## src/rtl/core/itrd_pkg.sv

```systemverilog
// itrd_pkg: shared types, constants and the symbol lookup for the radix digit converter
// no dependencies; imported by every module of the block
package itrd_pkg;

    // operand width and divider slicing
    localparam int VALUE_WIDTH = 64;
    localparam int IN_WIDTH    = 64;
    localparam int STEP_BITS   = 8;
    localparam int DIV_STEPS   = (VALUE_WIDTH + STEP_BITS - 1) / STEP_BITS;
    localparam int DIV_W       = DIV_STEPS * STEP_BITS;
    localparam int STEP_CNT_W  = $clog2(DIV_STEPS + 1);

    // digit store
    localparam int STORE_DEPTH = 64;
    localparam int STORE_AW    = 6;
    localparam int COUNT_W     = 7;
    localparam int DIGIT_W     = 4;

    // radix and symbol table
    localparam int RADIX_W     = 5;
    localparam int SYM_W       = 8;
    localparam int TAB_W       = 64;

    // configuration port
    localparam int CFG_IDX_W   = 2;
    localparam int CFG_DATA_W  = 64;
    localparam logic [CFG_IDX_W-1:0] CFG_RADIX  = 2'd0;
    localparam logic [CFG_IDX_W-1:0] CFG_SYM_LO = 2'd1;
    localparam logic [CFG_IDX_W-1:0] CFG_SYM_HI = 2'd2;

    localparam logic [RADIX_W-1:0] RADIX_RESET  = 5'd10;
    localparam logic [RADIX_W-1:0] RADIX_MIN    = 5'd2;
    localparam logic [RADIX_W-1:0] RADIX_MAX    = 5'd16;
    localparam logic [TAB_W-1:0]   SYM_LO_RESET = 64'h3736_3534_3332_3130;
    localparam logic [TAB_W-1:0]   SYM_HI_RESET = 64'h0000_0000_0000_3938;

    // queue between front and back
    localparam int FIFO_DEPTH  = 2;
    localparam int FIFO_AW     = 1;
    localparam int FIFO_CNT_W  = 2;

    // one classified conversion job
    typedef struct packed {
        logic [VALUE_WIDTH-1:0] value;
        logic [RADIX_W-1:0]     radix;
    } job_t;

    // symbol table as held in the configuration registers
    typedef struct packed {
        logic [TAB_W-1:0] lo;
        logic [TAB_W-1:0] hi;
    } symtab_t;

    // pick the symbol byte of one digit value
    function automatic logic [SYM_W-1:0] symbol_of(input symtab_t tab,
                                                  input logic [DIGIT_W-1:0] d);
        logic [SYM_W-1:0] s;
        if (d[3]) begin
            s = tab.hi[d[2:0]*SYM_W +: SYM_W];
        end else begin
            s = tab.lo[d[2:0]*SYM_W +: SYM_W];
        end
        return s;
    endfunction

endpackage

```

## src/rtl/core/itrd_front.sv

```systemverilog
// itrd_front: input register stage; masks the value and clamps the radix
// depends on itrd_pkg
module itrd_front import itrd_pkg::*; (
    input  logic                aclk,
    input  logic                aresetn,
    input  logic                s_valid,
    output logic                s_ready,
    input  logic [IN_WIDTH-1:0] s_value,
    input  logic [RADIX_W-1:0]  radix_cfg,
    output logic                push_valid,
    input  logic                push_ready,
    output job_t                push_job
);

    logic               valid_reg;
    job_t               job_reg;
    job_t               job_next;
    logic [RADIX_W-1:0] radix_eff;

    // clamp radix into 2..16
    always_comb begin
        if (radix_cfg < RADIX_MIN) begin
            radix_eff = RADIX_MIN;
        end else if (radix_cfg > RADIX_MAX) begin
            radix_eff = RADIX_MAX;
        end else begin
            radix_eff = radix_cfg;
        end
        job_next.value = s_value[VALUE_WIDTH-1:0];
        job_next.radix = radix_eff;
    end

    assign s_ready    = !valid_reg || push_ready;
    assign push_valid = valid_reg;
    assign push_job   = job_reg;

    // holding register toward the queue
    always_ff @(posedge aclk) begin
        if (!aresetn) begin
            valid_reg <= 1'b0;
        end else if (s_ready) begin
            valid_reg <= s_valid;
        end
    end

    always_ff @(posedge aclk) begin
        if (s_valid && s_ready) begin
            job_reg <= job_next;
        end
    end

endmodule

```

## src/rtl/core/itrd_fifo.sv

```systemverilog
// itrd_fifo: two-entry job queue between front and back
// depends on itrd_pkg
module itrd_fifo import itrd_pkg::*; (
    input  logic aclk,
    input  logic aresetn,
    input  logic push_valid,
    output logic push_ready,
    input  job_t push_job,
    output logic pop_valid,
    input  logic pop_ready,
    output job_t pop_job
);

    job_t                  mem_reg [FIFO_DEPTH];
    logic [FIFO_AW-1:0]    wr_ptr_reg;
    logic [FIFO_AW-1:0]    rd_ptr_reg;
    logic [FIFO_CNT_W-1:0] count_reg;
    logic                  do_push;
    logic                  do_pop;

    assign push_ready = (count_reg != FIFO_CNT_W'(FIFO_DEPTH));
    assign pop_valid  = (count_reg != '0);
    assign pop_job    = mem_reg[rd_ptr_reg];
    assign do_push    = push_valid && push_ready;
    assign do_pop     = pop_valid && pop_ready;

    // pointers and fill count
    always_ff @(posedge aclk) begin
        if (!aresetn) begin
            wr_ptr_reg <= '0;
            rd_ptr_reg <= '0;
            count_reg  <= '0;
        end else begin
            if (do_push) begin
                wr_ptr_reg <= wr_ptr_reg + 1'b1;
            end
            if (do_pop) begin
                rd_ptr_reg <= rd_ptr_reg + 1'b1;
            end
            if (do_push && !do_pop) begin
                count_reg <= count_reg + 1'b1;
            end else if (!do_push && do_pop) begin
                count_reg <= count_reg - 1'b1;
            end
        end
    end

    // entry storage
    always_ff @(posedge aclk) begin
        if (do_push) begin
            mem_reg[wr_ptr_reg] <= push_job;
        end
    end

endmodule

```

## src/rtl/core/itrd_back.sv

```systemverilog
// itrd_back: digit extraction by repeated division, digit store, symbol output
// depends on itrd_pkg
module itrd_back import itrd_pkg::*; (
    input  logic             aclk,
    input  logic             aresetn,
    input  logic             job_valid,
    output logic             job_ready,
    input  job_t             job,
    input  symtab_t          tab,
    output logic             m_valid,
    input  logic             m_ready,
    output logic [SYM_W-1:0] m_symbol,
    output logic             m_last
);

    typedef enum logic [2:0] {
        ST_IDLE,
        ST_DIVIDE,
        ST_FETCH,
        ST_LOAD,
        ST_SHOW
    } state_t;

    state_t                 state_reg;
    logic [DIV_W-1:0]       quot_reg;
    logic [RADIX_W-1:0]     radix_reg;
    logic [DIGIT_W-1:0]     rem_reg;
    logic [STEP_CNT_W-1:0]  step_reg;
    logic [COUNT_W-1:0]     n_reg;
    logic [STORE_AW-1:0]    ptr_reg;
    logic                   m_valid_reg;
    logic [SYM_W-1:0]       sym_reg;
    logic                   last_reg;

    logic [DIGIT_W-1:0]     store_mem [STORE_DEPTH];
    logic [DIGIT_W-1:0]     rd_data_reg;

    logic [DIGIT_W-1:0]     rem_next;
    logic [STEP_BITS-1:0]   qbyte;
    logic [DIV_W-1:0]       quot_next;
    logic [COUNT_W-1:0]     n_next;
    logic                   step_last;
    logic                   digit_done;

    // one slice of restoring division: STEP_BITS quotient bits per cycle
    always_comb begin
        logic [RADIX_W-1:0] trial;
        logic [RADIX_W-1:0] diff;
        rem_next = rem_reg;
        qbyte    = '0;
        for (int i = 0; i < STEP_BITS; i++) begin
            trial = {rem_next, quot_reg[DIV_W-1-i]};
            diff  = trial - radix_reg;
            if (trial >= radix_reg) begin
                qbyte[STEP_BITS-1-i] = 1'b1;
                rem_next             = diff[DIGIT_W-1:0];
            end else begin
                rem_next = trial[DIGIT_W-1:0];
            end
        end
        quot_next = (quot_reg << STEP_BITS) | DIV_W'(qbyte);
    end

    assign step_last  = (step_reg == STEP_CNT_W'(DIV_STEPS - 1));
    assign n_next     = n_reg + 1'b1;
    assign digit_done = (state_reg == ST_DIVIDE) && step_last;

    assign job_ready = (state_reg == ST_IDLE);
    assign m_valid   = m_valid_reg;
    assign m_symbol  = sym_reg;
    assign m_last    = last_reg;

    // sequencer: divide, then read digits back most significant first
    always_ff @(posedge aclk) begin
        if (!aresetn) begin
            state_reg   <= ST_IDLE;
            m_valid_reg <= 1'b0;
            n_reg       <= '0;
            step_reg    <= '0;
        end else begin
            unique case (state_reg)
                ST_IDLE: begin
                    if (job_valid) begin
                        quot_reg  <= DIV_W'(job.value);
                        radix_reg <= job.radix;
                        rem_reg   <= '0;
                        step_reg  <= '0;
                        n_reg     <= '0;
                        state_reg <= ST_DIVIDE;
                    end
                end
                ST_DIVIDE: begin
                    quot_reg <= quot_next;
                    if (step_last) begin
                        rem_reg  <= '0;
                        step_reg <= '0;
                        n_reg    <= n_next;
                        if (quot_next == '0 || n_next == COUNT_W'(STORE_DEPTH)) begin
                            ptr_reg   <= n_reg[STORE_AW-1:0];
                            state_reg <= ST_FETCH;
                        end
                    end else begin
                        rem_reg  <= rem_next;
                        step_reg <= step_reg + 1'b1;
                    end
                end
                ST_FETCH: begin
                    state_reg <= ST_LOAD;
                end
                ST_LOAD: begin
                    sym_reg     <= symbol_of(tab, rd_data_reg);
                    last_reg    <= (ptr_reg == '0);
                    m_valid_reg <= 1'b1;
                    state_reg   <= ST_SHOW;
                end
                ST_SHOW: begin
                    if (m_ready) begin
                        m_valid_reg <= 1'b0;
                        if (last_reg) begin
                            state_reg <= ST_IDLE;
                        end else begin
                            ptr_reg   <= ptr_reg - 1'b1;
                            state_reg <= ST_FETCH;
                        end
                    end
                end
                default: begin
                    state_reg <= ST_IDLE;
                end
            endcase
        end
    end

    // digit store: written once per finished digit, registered read
    always_ff @(posedge aclk) begin
        if (digit_done) begin
            store_mem[n_reg[STORE_AW-1:0]] <= rem_next;
        end
        rd_data_reg <= store_mem[ptr_reg];
    end

endmodule

```

## src/rtl/core/integer_to_radix_digits.sv

```systemverilog
// integer_to_radix_digits: top level; configuration registers, front stage, job queue, back end
// depends on itrd_pkg, itrd_front, itrd_fifo, itrd_back
//
//   port group   direction   handshake            payload
//   s_*          in          s_valid / s_ready    s_value (64 bit unsigned)
//   m_*          out         m_valid / m_ready    m_symbol (8 bit), m_last
//   cfg_*        in          cfg_wr_en            cfg_index, cfg_wdata
//
// each digit is the remainder of a division by the radix in the 8-bit-per-cycle divider; when
// all digits are found, they are read back from the digit store, most significant first, and
// presented one per output transfer (radix 10: up to 20 digits, radix 2: up to 64)
// reset is synchronous, active low, and clears all control state; no clearing pass is needed
// a two-entry queue lets the input side keep accepting items while the back end is busy
// or waiting on m_ready
module integer_to_radix_digits import itrd_pkg::*; (
    input  logic                  aclk,
    input  logic                  aresetn,
    input  logic                  s_valid,
    output logic                  s_ready,
    input  logic [IN_WIDTH-1:0]   s_value,
    output logic                  m_valid,
    input  logic                  m_ready,
    output logic [SYM_W-1:0]      m_symbol,
    output logic                  m_last,
    input  logic                  cfg_wr_en,
    input  logic [CFG_IDX_W-1:0]  cfg_index,
    input  logic [CFG_DATA_W-1:0] cfg_wdata
);

    logic [RADIX_W-1:0] radix_reg;
    symtab_t            tab_reg;

    logic push_valid;
    logic push_ready;
    job_t push_job;
    logic pop_valid;
    logic pop_ready;
    job_t pop_job;

    // configuration registers
    always_ff @(posedge aclk) begin
        if (!aresetn) begin
            radix_reg  <= RADIX_RESET;
            tab_reg.lo <= SYM_LO_RESET;
            tab_reg.hi <= SYM_HI_RESET;
        end else if (cfg_wr_en) begin
            unique case (cfg_index)
                CFG_RADIX:  radix_reg  <= cfg_wdata[RADIX_W-1:0];
                CFG_SYM_LO: tab_reg.lo <= cfg_wdata;
                CFG_SYM_HI: tab_reg.hi <= cfg_wdata;
                default: begin
                end
            endcase
        end
    end

    // accept and classify
    itrd_front u_front (
        .aclk       (aclk),
        .aresetn    (aresetn),
        .s_valid    (s_valid),
        .s_ready    (s_ready),
        .s_value    (s_value),
        .radix_cfg  (radix_reg),
        .push_valid (push_valid),
        .push_ready (push_ready),
        .push_job   (push_job)
    );

    // job queue
    itrd_fifo u_fifo (
        .aclk       (aclk),
        .aresetn    (aresetn),
        .push_valid (push_valid),
        .push_ready (push_ready),
        .push_job   (push_job),
        .pop_valid  (pop_valid),
        .pop_ready  (pop_ready),
        .pop_job    (pop_job)
    );

    // conversion and output
    itrd_back u_back (
        .aclk      (aclk),
        .aresetn   (aresetn),
        .job_valid (pop_valid),
        .job_ready (pop_ready),
        .job       (pop_job),
        .tab       (tab_reg),
        .m_valid   (m_valid),
        .m_ready   (m_ready),
        .m_symbol  (m_symbol),
        .m_last    (m_last)
    );

endmodule
```

## config.mk

```make
export PLATFORM = sky130hd
export DESIGN_NAME = integer_to_radix_digits
export DESIGN_NICKNAME = d
export VERILOG_FILES = /design/src/rtl/core/itrd_pkg.sv /design/src/rtl/core/itrd_front.sv /design/src/rtl/core/itrd_fifo.sv /design/src/rtl/core/itrd_back.sv /design/src/rtl/core/integer_to_radix_digits.sv
export SDC_FILE = /design/constraint.sdc
export NUM_CORES = 1
export LEC_CHECK = 0
export ABC_AREA = 1
export BUFFER_PORTS_ARGS = -buffer_cell sky130_fd_sc_hd__buf_4
export CAP_MARGIN = 40
export CORE_ASPECT_RATIO = 1.5
export CORE_MARGIN = 3
export CORE_UTILIZATION = 32
export DETAILED_ROUTE_END_ITERATION = 12
export GPL_ROUTABILITY_DRIVEN = 0
export PLACE_DENSITY = 0.49
export SLEW_MARGIN = 40
export SYNTH_ARGS = -nofsm -noshare
export SYNTH_HDL_FRONTEND = slang
export SYNTH_SLANG_ARGS = --single-unit
```

## constraint.sdc

```tcl
create_clock -name aclk -period 21.7 [get_ports aclk]
set_clock_uncertainty 0.05 [all_clocks]
set_input_delay 1.085 -clock aclk [delete_from_list [all_inputs] [get_ports aclk]]
set_output_delay 1.085 -clock aclk [all_outputs]
set_load 0.02 [all_outputs]
```

==> run_results.csv, run 1 <==
group,metric,value,unit
synthesis,syn-cell-area,29700,um2
detailed_routing,routed_wl,76500,um
timing,worst_slack,9510,ps
timing,whs,393,ps
worst_setup_path,critical_path_required,21980,ps
synthesis,async_flop_share,0,
die,dieWidth,255,um
synthesis,synth_common_cells,"edfxtp_1 (551), o21ai_0 (439), nand2_1 (392)",
worst_setup_path,cp-start-kind,"flop",
min_path,hold_start,"u_front.push_job[26]",
grt,grt_pass1_vias,20500,
worst_setup_path,critical_path_depth,63,
detailed_routing,drtIter0Drc,1496,
die,chipHeight,379,um
die,ios,146,
finish,largest_register_ffs,256,
worst_setup_path,critPathKind,"reg2reg",
worst_setup_path,worstPathArrival,12470,ps
worst_setup_path,critPathTopFamily,"simple AND/OR/NAND/NOR gates",
timing,rsz0062_at_grt,"no",
synthesis,synth.top_cell.area_share,0.556,
die,dieArea,96700,um2
synthesis,synth_edf_count,551,
timing,period_share,0.562,
detailed_routing,vias,20400,
worst_setup_path,critPathLaunch,"u_back.radix_reg[1]",
worst_setup_path,crit_path_frequent_cell,"nand2_1",
synthesis,yosysMostFrequentCell,"edfxtp_1",
cts,cts_buffer_depth,3,
timing,finalCriticalPeriod,12190,ps
detailed_routing,drt_pre_antenna_iters,5,
worst_setup_path,end_kind,"flop",
place,dp_slack,9580,ps
synthesis,synth_top_area_cell,"edfxtp_1",
finish,syn2layout_area_growth,15.8,%
place,portBuffers,145,
timing,tightest_slew,857,ps
synthesis,ys_seq_area_frac,0.663,
worst_setup_path,reg2regPathDepth,63,
detailed_routing,drc,0,
cts,cts_tree,"done",
grt,grt_pass1_wl,118000,um
finish,final_area,34500,um2
timing,fmax,82.1,MHz
min_path,hp-class,"reg2reg",
place,hpwl,49700,um
cts,clk_pin_slew_worst_paths,60,ps
grt,grt_use_total,0.158,
worst_setup_path,crit_path_max_incr_delay,650,ps
finish,fillerInstances,8973,
timing,setup-tns-final,0,ps
die,row_count,136,
timing,relSlewSlack,0.429,
cts,clock_latency,640,ps
grt,grt-ovfl-total,0,
worst_setup_path,cp_max_fo,64,
min_path,whs_path_depth,0,
worst_setup_path,cp_num_buf_inv,10,
cts,cts_buffers,70,
detailed_routing,vias_per_cell,4.94,
detailed_routing,wl_per_cell,18.5,um
grt,grt_max_degree,113,
detailed_routing,detail-route-antenna-nets,0,
cts,htree_levels,3,
synthesis,synth-main-ff-cell,"edfxtp_1",
worst_setup_path,rr_startpoint,"u_back.radix_reg[1]",
synthesis,ys_warn_count,0,
cts,cts_setup_buffers,0,
die,core_area,91900,um2
cts,cts_resized,0,
cts,holdBufCountCts,0,
worst_setup_path,cp_slowest_cell,"edfxtp_1",
finish,antenna_cells,0,
cts,cts.sinks,709,
synthesis,synthCells,2816,
die,floorplan.initialDensity,0.324,
timing,report.final.slew_viol_count,0,
cts,cts_root_buffer,"clkbuf_16",
synthesis,ys_ff_latch,709,
finish,drive_gt1_frac,0.106,
timing,finalSetupViolations,0,
synthesis,synth_nets,3004,
synthesis,syn_area_per_cell,10.6,um2
place,placed_area,32000,um2
timing,hold_viol,0,
synthesis,synthTopCellsByArea,"edfxtp_1 (56%), dfxtp_1 (11%), o21ai_0 (7.4%)",
run_status,status,"finished, final reports clean",
finish,fin_nets,3093,
flow_run,cap_violations,0,
grt,antenna_found_initial,0,
synthesis,ys_types,39,
## cell families after synthesis
family          after synthesis  synth area share
mux                          15           0.00530
flops                       709             0.663
fa+ha+maj                    53            0.0243
xor+xnor                     19           0.00559
buf+inv                     393            0.0498
simple gates                915             0.124
compound gates              712             0.129
## worst paths after layout
path | endpoint | slack, ps
max | u_back.store_mem[23][0] | 9510
min | u_fifo.mem_reg[0][26] | 390
max reg2reg | u_back.store_mem[23][0] | 9510
min reg2reg | u_fifo.mem_reg[0][26] | 390
## stage by stage
stage,instances,utilization
2_1_floorplan,2816,-
3_3_place_gp,4003,0.348
3_5_place_dp,4005,0.348
4_1_cts,4134,0.375
5_1_grt,4135,0.375
6_report,4135,0.375
## layout by cell type, fill, tap and decap left out, types with 4 or more instances in the layout
cell type	netlist	routed
edfxtp_1	551	551
o21ai_0	439	439
nand2_1	392	390
nor2_1	375	370
inv_1	234	232
buf_4	0	159
dfxtp_1	158	155
a21oi_1	148	148
nand3_1	106	105
clkbuf_16	0	71
o211ai_1	64	64
ha_1	45	45
o22ai_1	37	37
nand4_1	16	16
xor2_1	15	15
clkinv_1	3	14
nor3_1	16	14
clkinv_2	0	12
bufinv_16	0	12
buf_6	0	11
mux2i_1	9	9
o221ai_1	8	8
fa_1	8	8
a31oi_1	7	7
clkbuf_1	131	7
mux2_2	6	6
clkinvlp_4	0	5
a21boi_0	4	4
xnor2_1	4	4
nor2_4	1	4
inv_6	0	4
## metal layers
layer	track usage	part of all wire	vias to the layer above
met5	0	0	-
met3	0.0244	0.043	136
li1	-	-	9974
met4	0.0691	0.037	0
met1	0.187	0.40	9829
met2	0.283	0.52	489
## cell type report
| cell class | instances | area (um2) | area share |
|---|---|---|---|
| tap | 1173 | 1470 | 0.0426 |
| timing repair buffer | 170 | 1320 | 0.0382 |
| multi-input combinational | 1714 | 8630 | 0.250 |
| clock inverter | 51 | 622 | 0.0180 |
| inverter | 240 | 906 | 0.0263 |
| clock buffer | 78 | 1800 | 0.0523 |
| sequential | 709 | 19700 | 0.572 |
## worst reg2reg max path: cells and delay by family (launching register included)
kind / cells / cell delay (ps)
compound gates: 12 / 2560
fa+ha+maj: 8 / 2760
buf+inv: 10 / 1660
flops: 1 / 650
simple gates: 33 / 4170
Power of run 1 is left out: the tool's default activity adds up to more than one toggle a clock period on the data nets, which glitch-free logic cannot reach.
==> inputs of run 2 (changes only) <==
--- a/config.mk
+++ b/config.mk
@@ -13,7 +13,7 @@
 export CORE_UTILIZATION = 32
 export DETAILED_ROUTE_END_ITERATION = 12
 export GPL_ROUTABILITY_DRIVEN = 0
-export PLACE_DENSITY = 0.49
+export PLACE_DENSITY = 0.51
 export SLEW_MARGIN = 40
 export SYNTH_ARGS = -nofsm -noshare
 export SYNTH_HDL_FRONTEND = slang
==> constraint.sdc (replaced) <==
create_clock -name aclk -period 10.5 [get_ports aclk]
set_clock_uncertainty 0.05 [all_clocks]
set_input_delay 0.525 -clock aclk [delete_from_list [all_inputs] [get_ports aclk]]
set_output_delay 0.525 -clock aclk [all_outputs]
set_load 0.02 [all_outputs]
==> run 2 against run 1 <==
Net effect:
- sequential cell count unchanged
- highest routed layer unchanged
- worst setup slack worse by 8700 ps
- critical path depth unchanged
==> run_results.csv, run 2 (synthesis gave the netlist of run 1 again) <==
group,metric,value,unit
worst_setup_path,worstPathArrival,9920,ps
flow_run,cap_violations,0,
cts,clk_pin_slew_worst_paths,60,ps
detailed_routing,routed_wl,75000,um
cts,clock_latency,630,ps
die,ios,146,
timing,whs,60.1,ps
min_path,whs_path_depth,3,
die,chipHeight,379,um
die,core_area,91900,um2
finish,multi_input_area,8740,um2
cts,cts_buffers,69,
die,dieArea,96700,um2
worst_setup_path,cp-start-kind,"flop",
timing,setup-tns-final,0,ps
timing,report.final.slew_viol_count,0,
min_path,min_to,"tab_reg[8]",
detailed_routing,drtIter0Drc,1331,
worst_setup_path,end_kind,"flop",
worst_setup_path,critPathTopFamily,"simple AND/OR/NAND/NOR gates",
worst_setup_path,reg2reg_slack,860,ps
worst_setup_path,cp_max_fo,64,
worst_setup_path,critPathKind,"reg2reg",
place,portBuffers,145,
grt,grt_pass1_wl,115000,um
detailed_routing,wl_per_cell,17.8,um
grt,grt-ovfl-total,0,
timing,hold_viol,0,
finish,fillerInstances,9059,
grt,grt_max_degree,120,
grt,grt_use_total,0.154,
worst_setup_path,rr_endpoint,"u_back.store_mem[37][1]",
timing,period_share,0.918,
detailed_routing,drc,0,
die,floorplan.initialDensity,0.324,
timing,finalCriticalPeriod,9640,ps
worst_setup_path,cp_slowest_cell,"fa_1",
finish,antenna_cells,0,
finish,drive_gt1_frac,0.116,
die,row_count,136,
finish,syn2layout_area_growth,18.7,%
cts,cts_root_buffer,"clkbuf_16",
timing,relSlewSlack,0.439,
run_status,status,"finished, final reports clean",
grt,antenna_found_initial,0,
finish,layout.cells.most_common,"edfxtp_1",
timing,tightest_slew,835,ps
worst_setup_path,cp_num_buf_inv,12,
worst_setup_path,crit_path_max_incr_delay,440,ps
finish,fin_nets,3181,
worst_setup_path,reg2regPathDepth,63,
worst_setup_path,rr_startpoint,"u_back.quot_reg[63]",
detailed_routing,vias_per_cell,4.85,
die,dieWidth,255,um
min_path,hold_start,"cfg_wdata[8]",
worst_setup_path,critical_path_required,10780,ps
finish,most-common-layout-cells,"edfxtp_1 (551), o21ai_0 (428), nand2_1 (386)",
detailed_routing,drt_pre_antenna_iters,5,
place,place_inst,4023,
cts,cts_buffer_depth,3,
place,hpwl,47400,um
cts,cts.sinks,709,
finish,regArea,19700,um2
timing,finalSetupViolations,0,
worst_setup_path,crit_path_frequent_cell,"nand2_1",
finish,stdcell_count,4223,
timing,fmax,104,MHz
finish,largest_register_ffs,256,
min_path,hp-class,"in2reg",
grt,grt_pass1_vias,20200,
worst_setup_path,critical_path_depth,63,
cts,cts_tree,"done",
cts,htree_levels,3,
detailed_routing,vias,20500,
detailed_routing,detail-route-antenna-nets,0,
## run 2: cell types whose count changed in the layout (fill, tap and decap cells not counted), sizes merged
cell,delta
buf,+24
bufinv,-8
clkbuf,+12
clkinv,+6
clkinvlp,-2
dlygate4sd3,+64
inv,-8
## run 2: routing by layer
metal  routed length, um  global-route usage
met5                   0                   0
met3                2650              0.0254
met1               29900               0.174
met4                2240              0.0560
met2               40300               0.288
## run 2: per-stage QoR
| step | worst slack, ps | cell area [um2] | utilization |
|---|---|---|---|
| 3_5_place_dp | 71.5 | 32200 | 0.350 |
| 3_3_place_gp | 395 | 32100 | 0.350 |
| 5_1_grt | -101 | 35300 | 0.384 |
| 2_1_floorplan | 570 | 29700 | - |
| 4_1_cts | 14.7 | 35100 | 0.382 |
| 6_report | 856 | 35300 | 0.384 |
## run 2: area by class of cell
type,count,share of cell area
multi-input combinational,1714,0.248
clock buffer,89,0.0527
tap,1173,0.0416
sequential,709,0.558
timing repair buffer,259,0.0622
inverter,240,0.0256
clock inverter,39,0.0119
## run 2: what timing repair did
action,4_1_cts,5_1_grt
setup endpoints to repair,0,269
gates resized for setup,0,41
setup buffers,0,7
hold endpoints to repair,64,0
hold buffers,64,0
## run 2: worst max path at each step
stage | end | start | slack [ps]
after CTS | u_back.ptr_reg[0] | u_back.rem_reg[0] | 10
after detailed placement | u_back.ptr_reg[5] | u_back.rem_reg[1] | 70
after global placement | u_back.store_mem[5][1] | u_back.rem_reg[1] | 400
after floorplan | u_back.store_mem[0][0] | u_back.radix_reg[1] | 570
final | u_back.store_mem[37][1] | u_back.quot_reg[63] | 860
after global routing | u_back.ptr_reg[0] | u_back.quot_reg[63] | -100
## run 2: worst reg2reg max path, delay by kind of cell, from the launching register on
kind | cells | cell delay (ps)
buf+inv | 12 | 1390
flops | 1 | 360
xor+xnor | 1 | 160
compound gates | 10 | 1270
fa+ha+maj | 9 | 2690
simple gates | 31 | 3390
Power of run 2 is left out for the same reason.
==> inputs of run 3 (changes only) <==
--- a/config.mk
+++ b/config.mk
@@ -9,7 +9,7 @@
 export BUFFER_PORTS_ARGS = -buffer_cell sky130_fd_sc_hd__buf_4
 export CAP_MARGIN = 40
 export CORE_ASPECT_RATIO = 1.5
-export CORE_MARGIN = 3
+export CORE_MARGIN = 2
 export CORE_UTILIZATION = 32
 export DETAILED_ROUTE_END_ITERATION = 12
 export GPL_ROUTABILITY_DRIVEN = 0
@@ -17,4 +17,5 @@
 export SLEW_MARGIN = 40
 export SYNTH_ARGS = -nofsm -noshare
 export SYNTH_HDL_FRONTEND = slang
+export SYNTH_HIERARCHICAL = 1
 export SYNTH_SLANG_ARGS = --single-unit
==> run 3 against run 2 <==
Net effect:
- final area grew 3.3%
- die area grew 2.3%
- hold slack gained 1.4 ps
- core utilization shrank 0.31 points
- non-clock buffer count grew 3
- final cell count grew 6.4%
- clock-buffer cell count shrank 6
- fmax grew 0.77%
- area after synthesis grew 3.7%
- routed wire length grew 1.7%
- sequential share of layout area shrank 1.8 points
- critical path depth grew 1
==> run_results.csv, run 3 <==
group,metric,value,unit
run_status,status,"finished, final reports clean",
timing,period_share,0.911,
synthesis,yosysMostFrequentCell,"nand2_1",
worst_setup_path,rr_startpoint,"u_back/rem_reg[1]",
finish,most-common-layout-cells,"nand2_1 (604), edfxtp_1 (551), nor2_1 (488)",
cts,cts_root_buffer,"clkbuf_16",
finish,antenna_cells,0,
worst_setup_path,crit_path_frequent_cell,"nand2_1",
place,placed_area,33300,um2
synthesis,async_flop_share,0,
synthesis,ys_warn_count,6,
timing,hold_viol,0,
worst_setup_path,end_kind,"flop",
grt,antenna_found_initial,1,
timing,fmax,104,MHz
die,dieArea,99000,um2
place,dp_slack,188,ps
worst_setup_path,critical_path_required,10750,ps
detailed_routing,routed_wl,76300,um
place,portBuffers,145,
synthesis,syn_area_per_cell,10.3,um2
die,chipHeight,384,um
detailed_routing,drc,0,
worst_setup_path,crit_path_max_incr_delay,450,ps
finish,final_area,36500,um2
worst_setup_path,cp_max_fo,9,
worst_setup_path,reg2regPathDepth,64,
min_path,hp-class,"in2reg",
die,core_area,95700,um2
detailed_routing,drtIter0Drc,1272,
die,row_count,139,
die,floorplan.initialDensity,0.323,
synthesis,synth_top_area_cell,"edfxtp_1",
finish,fillerInstances,9447,
worst_setup_path,cp-endpoint,"u_back/ptr_reg[2]",
synthesis,ys_types,41,
cts,clock_latency,640,ps
worst_setup_path,cp-start-kind,"flop",
grt,grt_pass1_vias,21000,
timing,relSlewSlack,0.428,
synthesis,synthCells,2984,
die,ios,146,
cts,cts.sinks,709,
synthesis,synth_edf_count,551,
worst_setup_path,cp_slowest_cell,"o21ai_0",
synthesis,synth-main-ff-cell,"edfxtp_1",
flow_run,cap_violations,0,
synthesis,ys_seq_area_frac,0.639,
timing,report.final.slew_viol_count,0,
timing,whs,61.5,ps
synthesis,synth_nets,3172,
timing,finalCriticalPeriod,9570,ps
worst_setup_path,worstPathArrival,9820,ps
finish,fin_nets,3358,
detailed_routing,vias_per_cell,4.64,
detailed_routing,detail-route-antenna-nets,0,
finish,drive_gt1_frac,0.130,
grt,grt-ovfl-total,0,
timing,tightest_slew,856,ps
synthesis,synth_common_cells,"nand2_1 (607), edfxtp_1 (551), nor2_1 (497)",
place,hpwl,49000,um
die,dieWidth,258,um
cts,cts_buffers,69,
synthesis,syn-cell-area,30900,um2
worst_setup_path,reg2reg_slack,930,ps
timing,finalSetupViolations,0,
timing,worst_slack,930,ps
synthesis,synthTopCellsByArea,"edfxtp_1 (54%), dfxtp_1 (10%), nand2_1 (7.4%)",
synthesis,synth.top_cell.area_share,0.536,
detailed_routing,wl_per_cell,17.0,um
cts,cts_tree,"done",
finish,largest_register_ffs,256,
finish,layout.cells.most_common,"nand2_1",
grt,grt_use_total,0.154,
finish,syn2layout_area_growth,18.2,%
grt,grt_pass1_wl,118000,um
worst_setup_path,rr_endpoint,"u_back/ptr_reg[2]",
worst_setup_path,critPathKind,"reg2reg",
detailed_routing,vias,20900,
cts,htree_levels,3,
worst_setup_path,critPathLaunch,"u_back/rem_reg[1]",
cts,cts_buffer_depth,3,
timing,setup-tns-final,0,ps
detailed_routing,drt_pre_antenna_iters,5,
grt,grt_max_degree,101,
cts,clk_pin_slew_worst_paths,60,ps
synthesis,ys_ff_latch,709,
-- run 3: how the worst min path moves through the flow --
stage	start	to	slack [ps]	depth (start not counted)
floorplan	u_front/push_job[0]	u_fifo/mem_reg[0][0]	370	0
global placement	u_front/push_job[41]	u_fifo/mem_reg[0][41]	370	0
detailed placement	u_front/push_job[32]	u_fifo/mem_reg[1][32]	380	0
CTS	cfg_wdata[34]	tab_reg[98]	1	3
global route	cfg_wdata[40]	tab_reg[104]	30	3
finish	cfg_wdata[34]	tab_reg[98]	60	3
-- run 3: area by class of cell --
type | instances | area [um2] | share of cell area
tap | 1269 | 1590 | 0.0435
multi-input combinational | 1860 | 9640 | 0.264
timing repair buffer | 262 | 2230 | 0.0613
inverter | 268 | 1010 | 0.0277
sequential | 709 | 19700 | 0.541
clock inverter | 44 | 485 | 0.0133
clock buffer | 83 | 1790 | 0.0491
-- run 3: through the flow --
stage / utilization / cells
detailed placement: 0.348 / 4294
global route: 0.381 / 4495
finish: 0.381 / 4495
floorplan: - / 2984
global placement: 0.348 / 4292
CTS: 0.379 / 4491
-- run 3: worst max-delay path, delay by kind of cell (launching register included) --
kind	cells	cell delay (ps)
compound gates	7	1290
fa+ha+maj	8	2430
flops	1	400
simple gates	40	4360
buf+inv	9	700
-- run 3: per-layer routing --
| metal | vias up | part of all wire | global-route usage |
|---|---|---|---|
| met5 | - | 0.00017 | 0 |
| met1 | 9925 | 0.40 | 0.173 |
| met3 | 131 | 0.035 | 0.0241 |
| met4 | 2 | 0.041 | 0.0738 |
| met2 | 359 | 0.53 | 0.282 |
| li1 | 10400 | - | - |
-- run 3: logic make-up after synthesis --
group / synth area share
mux: 0.0368
simple gates: 0.164
flops: 0.639
buf+inv: 0.0554
fa+ha+maj: 0.0234
compound gates: 0.0762
xor+xnor: 0.00568
-- run 3: what timing repair did --
item	in CTS	in global routing
hold buffers	70	0
buffers inserted	0	3
endpoints found under the setup margin	0	269
gates resized for setup	0	35
endpoints found under the hold margin	72	0
Power of run 3 is left out for the same reason.
